File: config.mk
export PLATFORM = sky130hd
export DESIGN_NAME = rau_div
export DESIGN_NICKNAME = d
export VERILOG_FILES = /design/src/rtl/core/rau_pkg.sv /design/src/rtl/core/rau_div.sv
export SDC_FILE = /design/constraint.sdc
export NUM_CORES = 1
export LEC_CHECK = 0
export ABC_AREA = 1
export BUFFER_PORTS_ARGS = -buffer_cell sky130_fd_sc_hd__buf_2
export CAP_MARGIN = 0
export CORE_UTILIZATION = 40
export DETAILED_ROUTE_END_ITERATION = 7
export SYNTH_ARGS = -nofsm -noshare
export SYNTH_HDL_FRONTEND = slang
export SYNTH_SLANG_ARGS = --single-unit
File: constraint.sdc
create_clock -name clk -period 4.5 [get_ports clk]
set_clock_uncertainty 0.05 [all_clocks]
set_input_delay 0 -clock clk [delete_from_list [all_inputs] [get_ports clk]]
set_output_delay 0 -clock clk [all_outputs]
set_load 0.1 [all_outputs]
File: src/rtl/core/rau_pkg.sv
// ----------------------------------------------------------------------------
// Rational arithmetic unit package
// Shared constants and types for the fraction arithmetic core.
// ----------------------------------------------------------------------------
`timescale 1ns / 1ps
`default_nettype none

package rau_pkg;

  localparam int WordWidth = 32;
  localparam int MagWidth  = 64;

  localparam logic [2:0] CmdAdd = 3'd0;
  localparam logic [2:0] CmdSub = 3'd1;
  localparam logic [2:0] CmdMul = 3'd2;
  localparam logic [2:0] CmdDiv = 3'd3;
  localparam logic [2:0] CmdCmp = 3'd4;

  localparam logic [1:0] ErrNone     = 2'd0;
  localparam logic [1:0] ErrDivZero  = 2'd1;
  localparam logic [1:0] ErrOverflow = 2'd2;
  localparam logic [1:0] ErrZeroDen  = 2'd3;

  typedef logic [MagWidth-1:0] mag_t;

  // Request to the shared divider.
  typedef struct packed {
    logic start;
    mag_t dividend;
    mag_t divisor;
  } div_req_t;

  // Reply from the shared divider.
  typedef struct packed {
    logic done;
    mag_t quotient;
    mag_t remainder;
  } div_rsp_t;

endpackage

`default_nettype wire

File: src/rtl/core/rau_div.sv
// ----------------------------------------------------------------------------
// Rational arithmetic unit divider
// Restoring divider on 64-bit magnitudes, one quotient bit per cycle.
// ----------------------------------------------------------------------------
`timescale 1ns / 1ps
`default_nettype none

module rau_div (
  input  wire logic              clk,
  input  wire logic              rst_n,
  input  wire rau_pkg::div_req_t req,
  output rau_pkg::div_rsp_t      rsp
);
  import rau_pkg::*;

  localparam int CntWidth = $clog2(MagWidth + 1);

  logic                busy_r, busy_nxt;
  logic [CntWidth-1:0] cnt_r, cnt_nxt;
  mag_t                quo_r, quo_nxt;
  mag_t                rem_r, rem_nxt;
  mag_t                dsr_r, dsr_nxt;
  logic                done_r, done_nxt;
  logic [MagWidth:0]   trial;
  logic [MagWidth:0]   shifted;

  // One restoring step: shift in the next dividend bit and try a subtract.
  always_comb begin
    busy_nxt = busy_r;
    cnt_nxt  = cnt_r;
    quo_nxt  = quo_r;
    rem_nxt  = rem_r;
    dsr_nxt  = dsr_r;
    done_nxt = 1'b0;
    shifted  = {rem_r, quo_r[MagWidth-1]};
    trial    = shifted - {1'b0, dsr_r};
    if (req.start) begin
      busy_nxt = 1'b1;
      cnt_nxt  = CntWidth'(MagWidth);
      quo_nxt  = req.dividend;
      rem_nxt  = '0;
      dsr_nxt  = req.divisor;
    end else if (busy_r) begin
      if (!trial[MagWidth]) begin
        rem_nxt = trial[MagWidth-1:0];
        quo_nxt = {quo_r[MagWidth-2:0], 1'b1};
      end else begin
        rem_nxt = shifted[MagWidth-1:0];
        quo_nxt = {quo_r[MagWidth-2:0], 1'b0};
      end
      cnt_nxt = cnt_r - 1'b1;
      if (cnt_r == CntWidth'(1)) begin
        busy_nxt = 1'b0;
        done_nxt = 1'b1;
      end
    end
  end

  always_ff @(posedge clk) begin
    if (!rst_n) begin
      busy_r <= 1'b0;
      done_r <= 1'b0;
      cnt_r  <= '0;
    end else begin
      busy_r <= busy_nxt;
      done_r <= done_nxt;
      cnt_r  <= cnt_nxt;
    end
    quo_r <= quo_nxt;
    rem_r <= rem_nxt;
    dsr_r <= dsr_nxt;
  end

  assign rsp.done      = done_r;
  assign rsp.quotient  = quo_r;
  assign rsp.remainder = rem_r;

endmodule

`default_nettype wire

==> results of run 1 <==
-- final cells by class --
type / count / area, sq um
clock inverters: 3 / 41.3
multi-input cells: 1545 / 7560
flip-flops and latches: 201 / 5310
inverters: 513 / 1930
well taps: 468 / 586
fillers: 3774 / 18000
clock buffers: 40 / 681
repair buffers: 395 / 2670
-- repair_timing --
item,in CTS,in global routing
hold buffers,130,0
hold endpoints to repair,141,0
setup endpoints to repair,0,0
buffers inserted,0,0
resized for setup,0,0
-- layer usage --
layer | global-route usage (%) | vias to the layer above
li1 | - | 7595
met1 | 33.8 | 6513
met2 | 45.6 | 410
met3 | 4.11 | 70
met4 | 7.26 | 0
met5 | 0 | -
-- logic make-up (layout without fill, tap and decap cells) --
| kind of cell | after synthesis | count (layout) | share of synthesized area (%) |
|---|---|---|---|
| AND/OR/NAND/NOR | 1374 | 1374 | 40.0 |
| buffers and inverters | 555 | 951 | 14.7 |
| flip-flops | 201 | 201 | 35.2 |
| AO/OA/AOI/OAI | 71 | 71 | 2.53 |
| adder cells (fa/ha/maj) | 67 | 67 | 5.62 |
| XOR/XNOR | 33 | 33 | 1.92 |
-- flip-flops by register name, indices dropped and copies added, names as in the netlist --
name	flops
dsr_r	64
quo_r	64
rem_r	64
cnt_r	7
busy_r	1
done_r	1
-- worst max-delay path, cell delays in order (launching register included) --
cell,delay (ns)
edfxtp_1,0.33
inv_1,0.08
ha_1,0.23
fa_1,0.40
inv_1,0.12
nand2_1,0.06
nand2_1,0.06
nand3_1,0.08
nand2_2,0.12
nand2_1,0.08
nand2_2,0.10
nand2_1,0.07
nand2_2,0.10
nand2_2,0.09
nand2_2,0.09
nand2_2,0.06
nand2_4,0.37
buf_12,0.36
o21ai_1,0.12
-- through the flow --
stage	setup slack, ns	std cells	util, %	hold slack, ns	cell area (sq um)
6_report	1.16	3165	51.0	0.0999	18800
4_1_cts	1.15	3165	51.0	0.0651	18800
2_1_floorplan	1.15	2301	-	0.0489	15100
5_1_grt	0.879	3165	51.0	0.0866	18800
3_5_place_dp	1.21	2992	45.5	0.128	16700
3_3_place_gp	1.28	2992	45.5	0.126	16700
-- cells in the final DEF, fill, tap and decap left out, types with 23 or more instances in the layout --
| master | count |
|---|---|
| buf_2 | 258 |
| a21oi_1 | 48 |
| nand2_1 | 1036 |
| edfxtp_1 | 128 |
| ha_1 | 66 |
| dfxtp_1 | 73 |
| nand3_2 | 41 |
| nand2_2 | 23 |
| nor2_1 | 104 |
| nand3_1 | 79 |
| nand2_4 | 42 |
| xnor2_1 | 26 |
| inv_1 | 503 |
| dlygate4sd3_1 | 130 |
| clkbuf_16 | 24 |
-- where the power goes --
group          switching (mW)  internal [mW]
combinational           0.836          0.285
sequential             0.0614           2.10
clock                   0.805           1.03
-- final timing paths --
path              cells past startpoint             startpoint  slack, ns                    end
setup / recovery                     18    quo_r[63]$_DFFE_PP_       1.16     quo_r[0]$_DFFE_PP_
hold reg to reg                       2  cnt_r[6]$_SDFFE_PN0P_       0.42  cnt_r[6]$_SDFFE_PN0P_
setup reg to reg                     18    quo_r[63]$_DFFE_PP_       1.16     quo_r[0]$_DFFE_PP_
hold / removal                        2                req[10]        0.1    dsr_r[10]$_DFFE_PP_
==> impl_metrics.env, run 1 <==
export IMPL_maxCapViolations=0
export IMPL_dp_hpwl_um=39300
export IMPL_synth_edf_count=128
export IMPL_outcome="finished clean"
export IMPL_clock_fmax_mhz=299
export IMPL_synth_warnings=0
export IMPL_ios=260
export IMPL_wl_met3_um=2670
export IMPL_routedWlPerCell_um=15.8
export IMPL_vdd_ir_drop_max_v=0.000266
export IMPL_required_ns=4.72
export IMPL_yosysTopAreaCell="nand2_1"
export IMPL_grt_setup_unrepaired="false"
export IMPL_critical_path_arrival_ns=3.57
export IMPL_syn_num_nets=2499
export IMPL_detail_route_antenna_nets=0
export IMPL_dieArea_sq_um=38400
export IMPL_finalMaxSlewViolations=0
export IMPL_synth_area_leaders="nand2_1, edfxtp_1, inv_1, dfxtp_1, ha_1"
export IMPL_crit_fanout=39
export IMPL_drt_pass1_iter_count=5
export IMPL_hold_violations=0
export IMPL_dieWidth_um=196
export IMPL_fin_crit_sh_pct=74.3
export IMPL_ys_types=35
export IMPL_setup_tns_ns=0
export IMPL_synth_top_area_share_pct=25.8
export IMPL_syn_instance_count=2301
export IMPL_hp_class="input port to flip-flop"
export IMPL_die_y_um=196
export IMPL_cp_start_kind="flip-flop"
export IMPL_synth_top_flop_cell="edfxtp_1"
export IMPL_layout_drive_gt1_share_pct=15.8
export IMPL_clk_pin_slew_ns=0.06
export IMPL_syn_area_sq_um=15100
export IMPL_clockRootBuffer="clkbuf_16"
export IMPL_core_area_sq_um=36800
export IMPL_clock_path_buffers=3
export IMPL_yosysMostFrequentCell="nand2_1"
export IMPL_synth_seq_area_share_pct=35.2
export IMPL_finalWeightedCongestion=0.962
export IMPL_rows=70
export IMPL_numCtsBuffers=24
export IMPL_worstMarginPinSlew_ns=1.04
export IMPL_p_leak_nw=10.5
export IMPL_htree_num_levels=1
export IMPL_first_global_vias=14700
export IMPL_met1_length_um=22800
export IMPL_path_class="flip-flop to flip-flop"
export IMPL_finalPower_mw=5.12
export IMPL_wl_met2_um=23300
export IMPL_track_usage_pct=26.3
export IMPL_wl_um=50200
export IMPL_maxSlewHeadroom_pct=30.6
export IMPL_drtIter0Drc=769
export IMPL_crit_path_end_kind="flip-flop"
export IMPL_vias_per_cell=4.61
export IMPL_finalSetupViolCount=0
export IMPL_highest_layer="met4"
export IMPL_antenna_cells=0
export IMPL_drc=0
export IMPL_fin_crit_ns=3.34
export IMPL_grt_first_pass_wirelength_um=79200
export IMPL_synthTopCellsByCount="nand2_1, inv_1, edfxtp_1, nor2_1, nand3_1"
export IMPL_cts_tree="built"
export IMPL_grt_max_degree=65
export IMPL_ys_ff_latch=201
export IMPL_antenna_found_initial=0
export IMPL_vias=14600
export IMPL_area_delta_synth_final_pct=24.6
export IMPL_initial_core_util_pct=40.9
export IMPL_finalNetCount=2878
export IMPL_portBuffers=259
export IMPL_p_per_area_nw_per_um2=273
export IMPL_clkSinkCount=201
export IMPL_grt_overflow=0
export IMPL_syn_avg_cell_area_sq_um=6.54
export IMPL_synth_async_reset_ratio_pct=0
export IMPL_clk_latency_ns=0.56
Note: power is estimated with default switching activity, not from simulation.
==> run 2: changes to the inputs <==
- clock period: 4.5 -> 3.1 ns (I/O delays scaled with it)
==> impl_metrics.env, run 2 (synthesis results as in run 1) <==
export IMPL_outcome="finished clean"
export IMPL_clk_pin_slew_ns=0.06
export IMPL_initial_core_util_pct=40.9
export IMPL_hp_class="input port to flip-flop"
export IMPL_clock_fmax_mhz=345
export IMPL_final_cell_mix="nand2_1, inv_1, buf_2"
export IMPL_finalMaxSlewViolations=0
export IMPL_setup_slack_ns=0.204
export IMPL_p_per_area_nw_per_um2=395
export IMPL_portBuffers=259
export IMPL_fin_crit_sh_pct=93.4
export IMPL_crit_fanout=28
export IMPL_final_fill_count=3735
export IMPL_drtIter0Drc=862
export IMPL_die_y_um=196
export IMPL_routedWlPerCell_um=15.7
export IMPL_layout_drive_gt1_share_pct=16.4
export IMPL_final_cells=3174
export IMPL_finalWeightedCongestion=0.996
export IMPL_vdd_ir_drop_max_v=0.000492
export IMPL_finalNetCount=2885
export IMPL_cp_common_cell="nand2_2"
export IMPL_drc=0
export IMPL_track_usage_pct=26.1
export IMPL_path_class="flip-flop to flip-flop"
export IMPL_cp_num_buf_inv=2
export IMPL_cp_top_family="simple AND/OR/NAND/NOR gates"
export IMPL_ios=260
export IMPL_htree_num_levels=1
export IMPL_dieWidth_um=196
export IMPL_cts_tree="built"
export IMPL_grt_max_degree=100
export IMPL_maxCapViolations=0
export IMPL_cp_start_kind="flip-flop"
export IMPL_clock_path_buffers=3
export IMPL_final_common_cell="nand2_1"
export IMPL_worstMarginPinSlew_ns=1.06
export IMPL_maxSlewHeadroom_pct=29.2
export IMPL_post_place_ws_ns=0.247
export IMPL_hold_violations=0
export IMPL_wl_um=49900
export IMPL_vias_per_cell=4.63
export IMPL_antenna_cells=0
export IMPL_dp_hpwl_um=38800
export IMPL_largestRegisters="dsr_r (64), quo_r (64), rem_r (64)"
export IMPL_vias=14700
export IMPL_grt_first_pass_wirelength_um=78400
export IMPL_cpPeakStageDelay_ns=0.41
export IMPL_critical_path_arrival_ns=3.28
export IMPL_clockRootBuffer="clkbuf_16"
export IMPL_required_ns=3.49
export IMPL_finalPower_mw=7.48
export IMPL_antenna_found_initial=0
export IMPL_grt_overflow=0
export IMPL_crit_path_end_kind="flip-flop"
export IMPL_grt_setup_unrepaired="false"
export IMPL_finalSetupViolCount=0
export IMPL_first_global_vias=14500
export IMPL_dp_cells=2998
export IMPL_drt_pass1_iter_count=5
export IMPL_dieArea_sq_um=38400
export IMPL_area_delta_synth_final_pct=25.6
export IMPL_crit_path_top_delay_cell="edfxtp_1"
export IMPL_p_leak_nw=10.6
export IMPL_rows=70
export IMPL_core_area_sq_um=36800
export IMPL_worstPathCellList="ha_4, fa_2, inv_2, nand2_1, nand2_1, nand3_1, nand2_2, nand2_1, nand2_2, nand2_1, nand2_2, nand2_2, nand2_2, nand2_2, nand2_4, buf_12, nand2_4, nand3_2, nand2_1"
export IMPL_fin_crit_ns=2.90
export IMPL_numCtsBuffers=25
export IMPL_clkSinkCount=201
export IMPL_setup_tns_ns=0
export IMPL_final_core_util_pct=51.4
export IMPL_clk_latency_ns=0.55
export IMPL_detail_route_antenna_nets=0
## run 2: routing by layer
layer	vias up	track usage, %	wire, um
li1	7616	-	-
met1	6603	33.3	22400
met2	426	45.3	23300
met3	64	4.04	2900
met4	0	7.81	1370
met5	-	0	0
## run 2: stage by stage
stage / hold slack (ns) / cell area, sq um
floorplan: 0.0489 / 15100
global placement: 0.127 / 16900
detailed placement: 0.128 / 16900
CTS: 0.0826 / 18900
global route: 0.0999 / 18900
finish: 0.111 / 18900
## run 2: final cells by class
| class | count | area (sq um) | area share, % |
|---|---|---|---|
| inverter | 513 | 1930 | 10.2 |
| timing repair buffer | 401 | 2780 | 14.7 |
| tap | 468 | 586 | 3.10 |
| clock buffer | 36 | 687 | 3.63 |
| multi-input combinational | 1545 | 7570 | 40.1 |
| sequential | 201 | 5310 | 28.1 |
| clock inverter | 10 | 55.1 | 0.291 |
## run 2: repair_timing
item                      in CTS  in global routing
buffers inserted               0                  0
hold buffers                 130                  0
hold endpoints to repair     142                  0
resized for setup              0                  0
## run 2: path summary, 6_finish.rpt
path / start / endpoint / slack [ns] / cells after the start
worst max-delay path: dsr_r[0]$_DFFE_PP_ / rem_r[33]$_SDFFE_PP0P_ / 0.20 / 19
worst min-delay path: req[63] / dsr_r[63]$_DFFE_PP_ / 0.11 / 2
worst max register to register: dsr_r[0]$_DFFE_PP_ / rem_r[33]$_SDFFE_PP0P_ / 0.20 / 19
worst min register to register: rem_r[0]$_SDFFE_PP0P_ / rem_r[0]$_SDFFE_PP0P_ / 0.42 / 2
## run 2: where the power goes
group / total [mW] / internal (mW) / switching [mW] / leakage, nW
Combinational: 1.63 / 0.419 / 1.21 / 8.37
Clock: 2.71 / 1.54 / 1.17 / 0.363
Sequential: 3.14 / 3.05 / 0.0908 / 1.87
==> run 3: changes to the inputs <==
- CORE_MARGIN: default -> 1.5
- REMOVE_ABC_BUFFERS: default -> 1
==> impl_metrics.env, run 3 (synthesis results as in run 1) <==
export IMPL_clock_fmax_mhz=348
export IMPL_dieArea_sq_um=38800
export IMPL_reg2reg_depth=18
export IMPL_antenna_found_initial=1
export IMPL_crit_path_end_kind="flip-flop"
export IMPL_grt_busiest_layer="met2"
export IMPL_clk_pin_slew_ns=0.06
export IMPL_p_per_area_nw_per_um2=396
export IMPL_routedWlPerCell_um=16.0
export IMPL_first_global_vias=14900
export IMPL_finalPower_mw=7.60
export IMPL_setup_tns_ns=0
export IMPL_final_fill_count=3768
export IMPL_maxSlewHeadroom_pct=28.2
export IMPL_worstMarginPinSlew_ns=1.08
export IMPL_finalSetupViolCount=0
export IMPL_path_class="flip-flop to flip-flop"
export IMPL_cp_num_buf_inv=3
export IMPL_rows=70
export IMPL_outcome="finished clean"
export IMPL_vdd_ir_drop_max_v=0.000408
export IMPL_largestRegisters="dsr_r (64), quo_r (64), rem_r (64)"
export IMPL_finalNetCount=2898
export IMPL_cpPeakStageDelay_ns=0.36
export IMPL_reg2reg_slack_ns=0.23
export IMPL_ios=260
export IMPL_grt_setup_unrepaired="false"
export IMPL_r2r_end="quo_r[0]$_DFFE_PP_"
export IMPL_track_usage_pct=26.1
export IMPL_dieWidth_um=197
export IMPL_clkSinkCount=201
export IMPL_required_ns=3.34
export IMPL_dp_hpwl_um=39500
export IMPL_startpoint="quo_r[63]$_DFFE_PP_"
export IMPL_grt_first_pass_wirelength_um=79200
export IMPL_layout_drive_gt1_share_pct=16.6
export IMPL_crit_fanout=14
export IMPL_cp_common_cell="nand2_2"
export IMPL_drtIter0Drc=770
export IMPL_die_y_um=197
export IMPL_drc=0
export IMPL_initial_core_util_pct=40.8
export IMPL_hold_violations=0
export IMPL_htree_num_levels=1
export IMPL_detail_route_antenna_nets=0
export IMPL_final_cell_mix="nand2_1, inv_1, buf_2"
export IMPL_critPathCapture="quo_r[0]$_DFFE_PP_"
export IMPL_clock_path_buffers=3
export IMPL_grtUsageMet3_pct=4.46
export IMPL_finalMaxSlewViolations=0
export IMPL_worst_path_stages=18
export IMPL_wl_um=51400
export IMPL_crit_path_top_delay_cell="fa_2"
export IMPL_final_core_util_pct=52.0
export IMPL_worstPathCellList="inv_1, ha_1, fa_2, inv_1, nand2_1, nand2_1, nand3_1, nand2_2, nand2_1, nand2_2, nand2_1, nand2_2, nand2_2, nand2_2, nand2_2, nand2_8, buf_12, o21ai_1"
export IMPL_grt_max_degree=104
export IMPL_finalWeightedCongestion=0.952
export IMPL_vias_per_cell=4.60
export IMPL_grt_use_met1_pct=33.7
export IMPL_use_met2_pct=44.7
export IMPL_clk_latency_ns=0.56
export IMPL_multi_input_area_sq_um=7580
export IMPL_cts_tree="built"
export IMPL_critical_path_arrival_ns=3.11
export IMPL_numCtsBuffers=24
export IMPL_grt_overflow=0
export IMPL_clockRootBuffer="clkbuf_16"
export IMPL_seq_area_sq_um=5310
export IMPL_cp_start_kind="flip-flop"
export IMPL_fin_crit_sh_pct=92.6
export IMPL_area_delta_synth_final_pct=27.4
export IMPL_worstReg2RegStart="quo_r[63]$_DFFE_PP_"
export IMPL_hp_class="input port to flip-flop"
export IMPL_final_common_cell="nand2_1"
export IMPL_p_leak_nw=10.7
export IMPL_drt_pass1_iter_count=5
export IMPL_dp_cells=3041
export IMPL_final_cells=3223
export IMPL_cp_top_family="simple AND/OR/NAND/NOR gates"
export IMPL_vias=14800
export IMPL_maxCapViolations=0
export IMPL_cts_setup_buffers=0
export IMPL_fin_crit_ns=2.87
export IMPL_portBuffers=259
export IMPL_core_area_sq_um=36900
## run 3: per-stage QoR
step / area (sq um) / hold WS (ns) / setup slack [ns]
after floorplan: 14800 / 0.0489 / -1.59
after global placement: 17000 / 0.126 / 0.280
after detailed placement: 17000 / 0.128 / 0.165
after CTS: 19100 / 0.0791 / 0.129
after global routing: 19200 / 0.0967 / 0.0213
final: 19200 / 0.106 / 0.230
## run 3: worst min path at each step
| stage | startpoint | endpoint | slack [ns] | cells after the start |
|---|---|---|---|---|
| after floorplan | req[0] | dsr_r[0]$_DFFE_PP_ | 0.05 | 0 |
| after global placement | req[61] | dsr_r[61]$_DFFE_PP_ | 0.13 | 1 |
| after detailed placement | req[21] | dsr_r[21]$_DFFE_PP_ | 0.13 | 1 |
| after CTS | req[44] | dsr_r[44]$_DFFE_PP_ | 0.08 | 2 |
| after global routing | req[41] | dsr_r[41]$_DFFE_PP_ | 0.1 | 2 |
| final | req[5] | dsr_r[5]$_DFFE_PP_ | 0.11 | 2 |
## run 3: per-layer routing
layer,part of all wire (%),vias to the layer above
met1,45,6660
li1,-,7637
met3,5.9,83
met2,46,458
met4,3.3,0
met5,0,-
## run 3: layout make-up
cell class	count	share of cell area (%)
diodes	1	0.0130
clock buffers	34	3.59
clock inverters	10	0.515
inverters	513	10.0
multi-input cells	1545	39.5
flip-flops and latches	201	27.7
well taps	504	3.29
repair buffers	415	15.4
## run 3: power breakdown
group          total (mW)  internal (mW)  switching (mW)
clock network        2.82           1.64            1.19
registers            3.13           3.05          0.0860
logic                1.64          0.422            1.22
## run 3: worst register-to-register path: stages (launching register included)
cell and delay [ns]:
edfxtp_1 0.34, inv_1 0.08, ha_1 0.24, fa_2 0.36, inv_1 0.11, nand2_1 0.06
nand2_1 0.06, nand3_1 0.08, nand2_2 0.13, nand2_1 0.08, nand2_2 0.09, nand2_1 0.07
nand2_2 0.10, nand2_2 0.09, nand2_2 0.09, nand2_2 0.09, nand2_8 0.18, buf_12 0.20
o21ai_1 0.10
## run 3: timing repair
action | CTS | global route
hold buffers | 133 | 0
endpoints found under the hold margin | 160 | 0
resized for setup | 0 | 4
endpoints found under the setup margin | 0 | 29
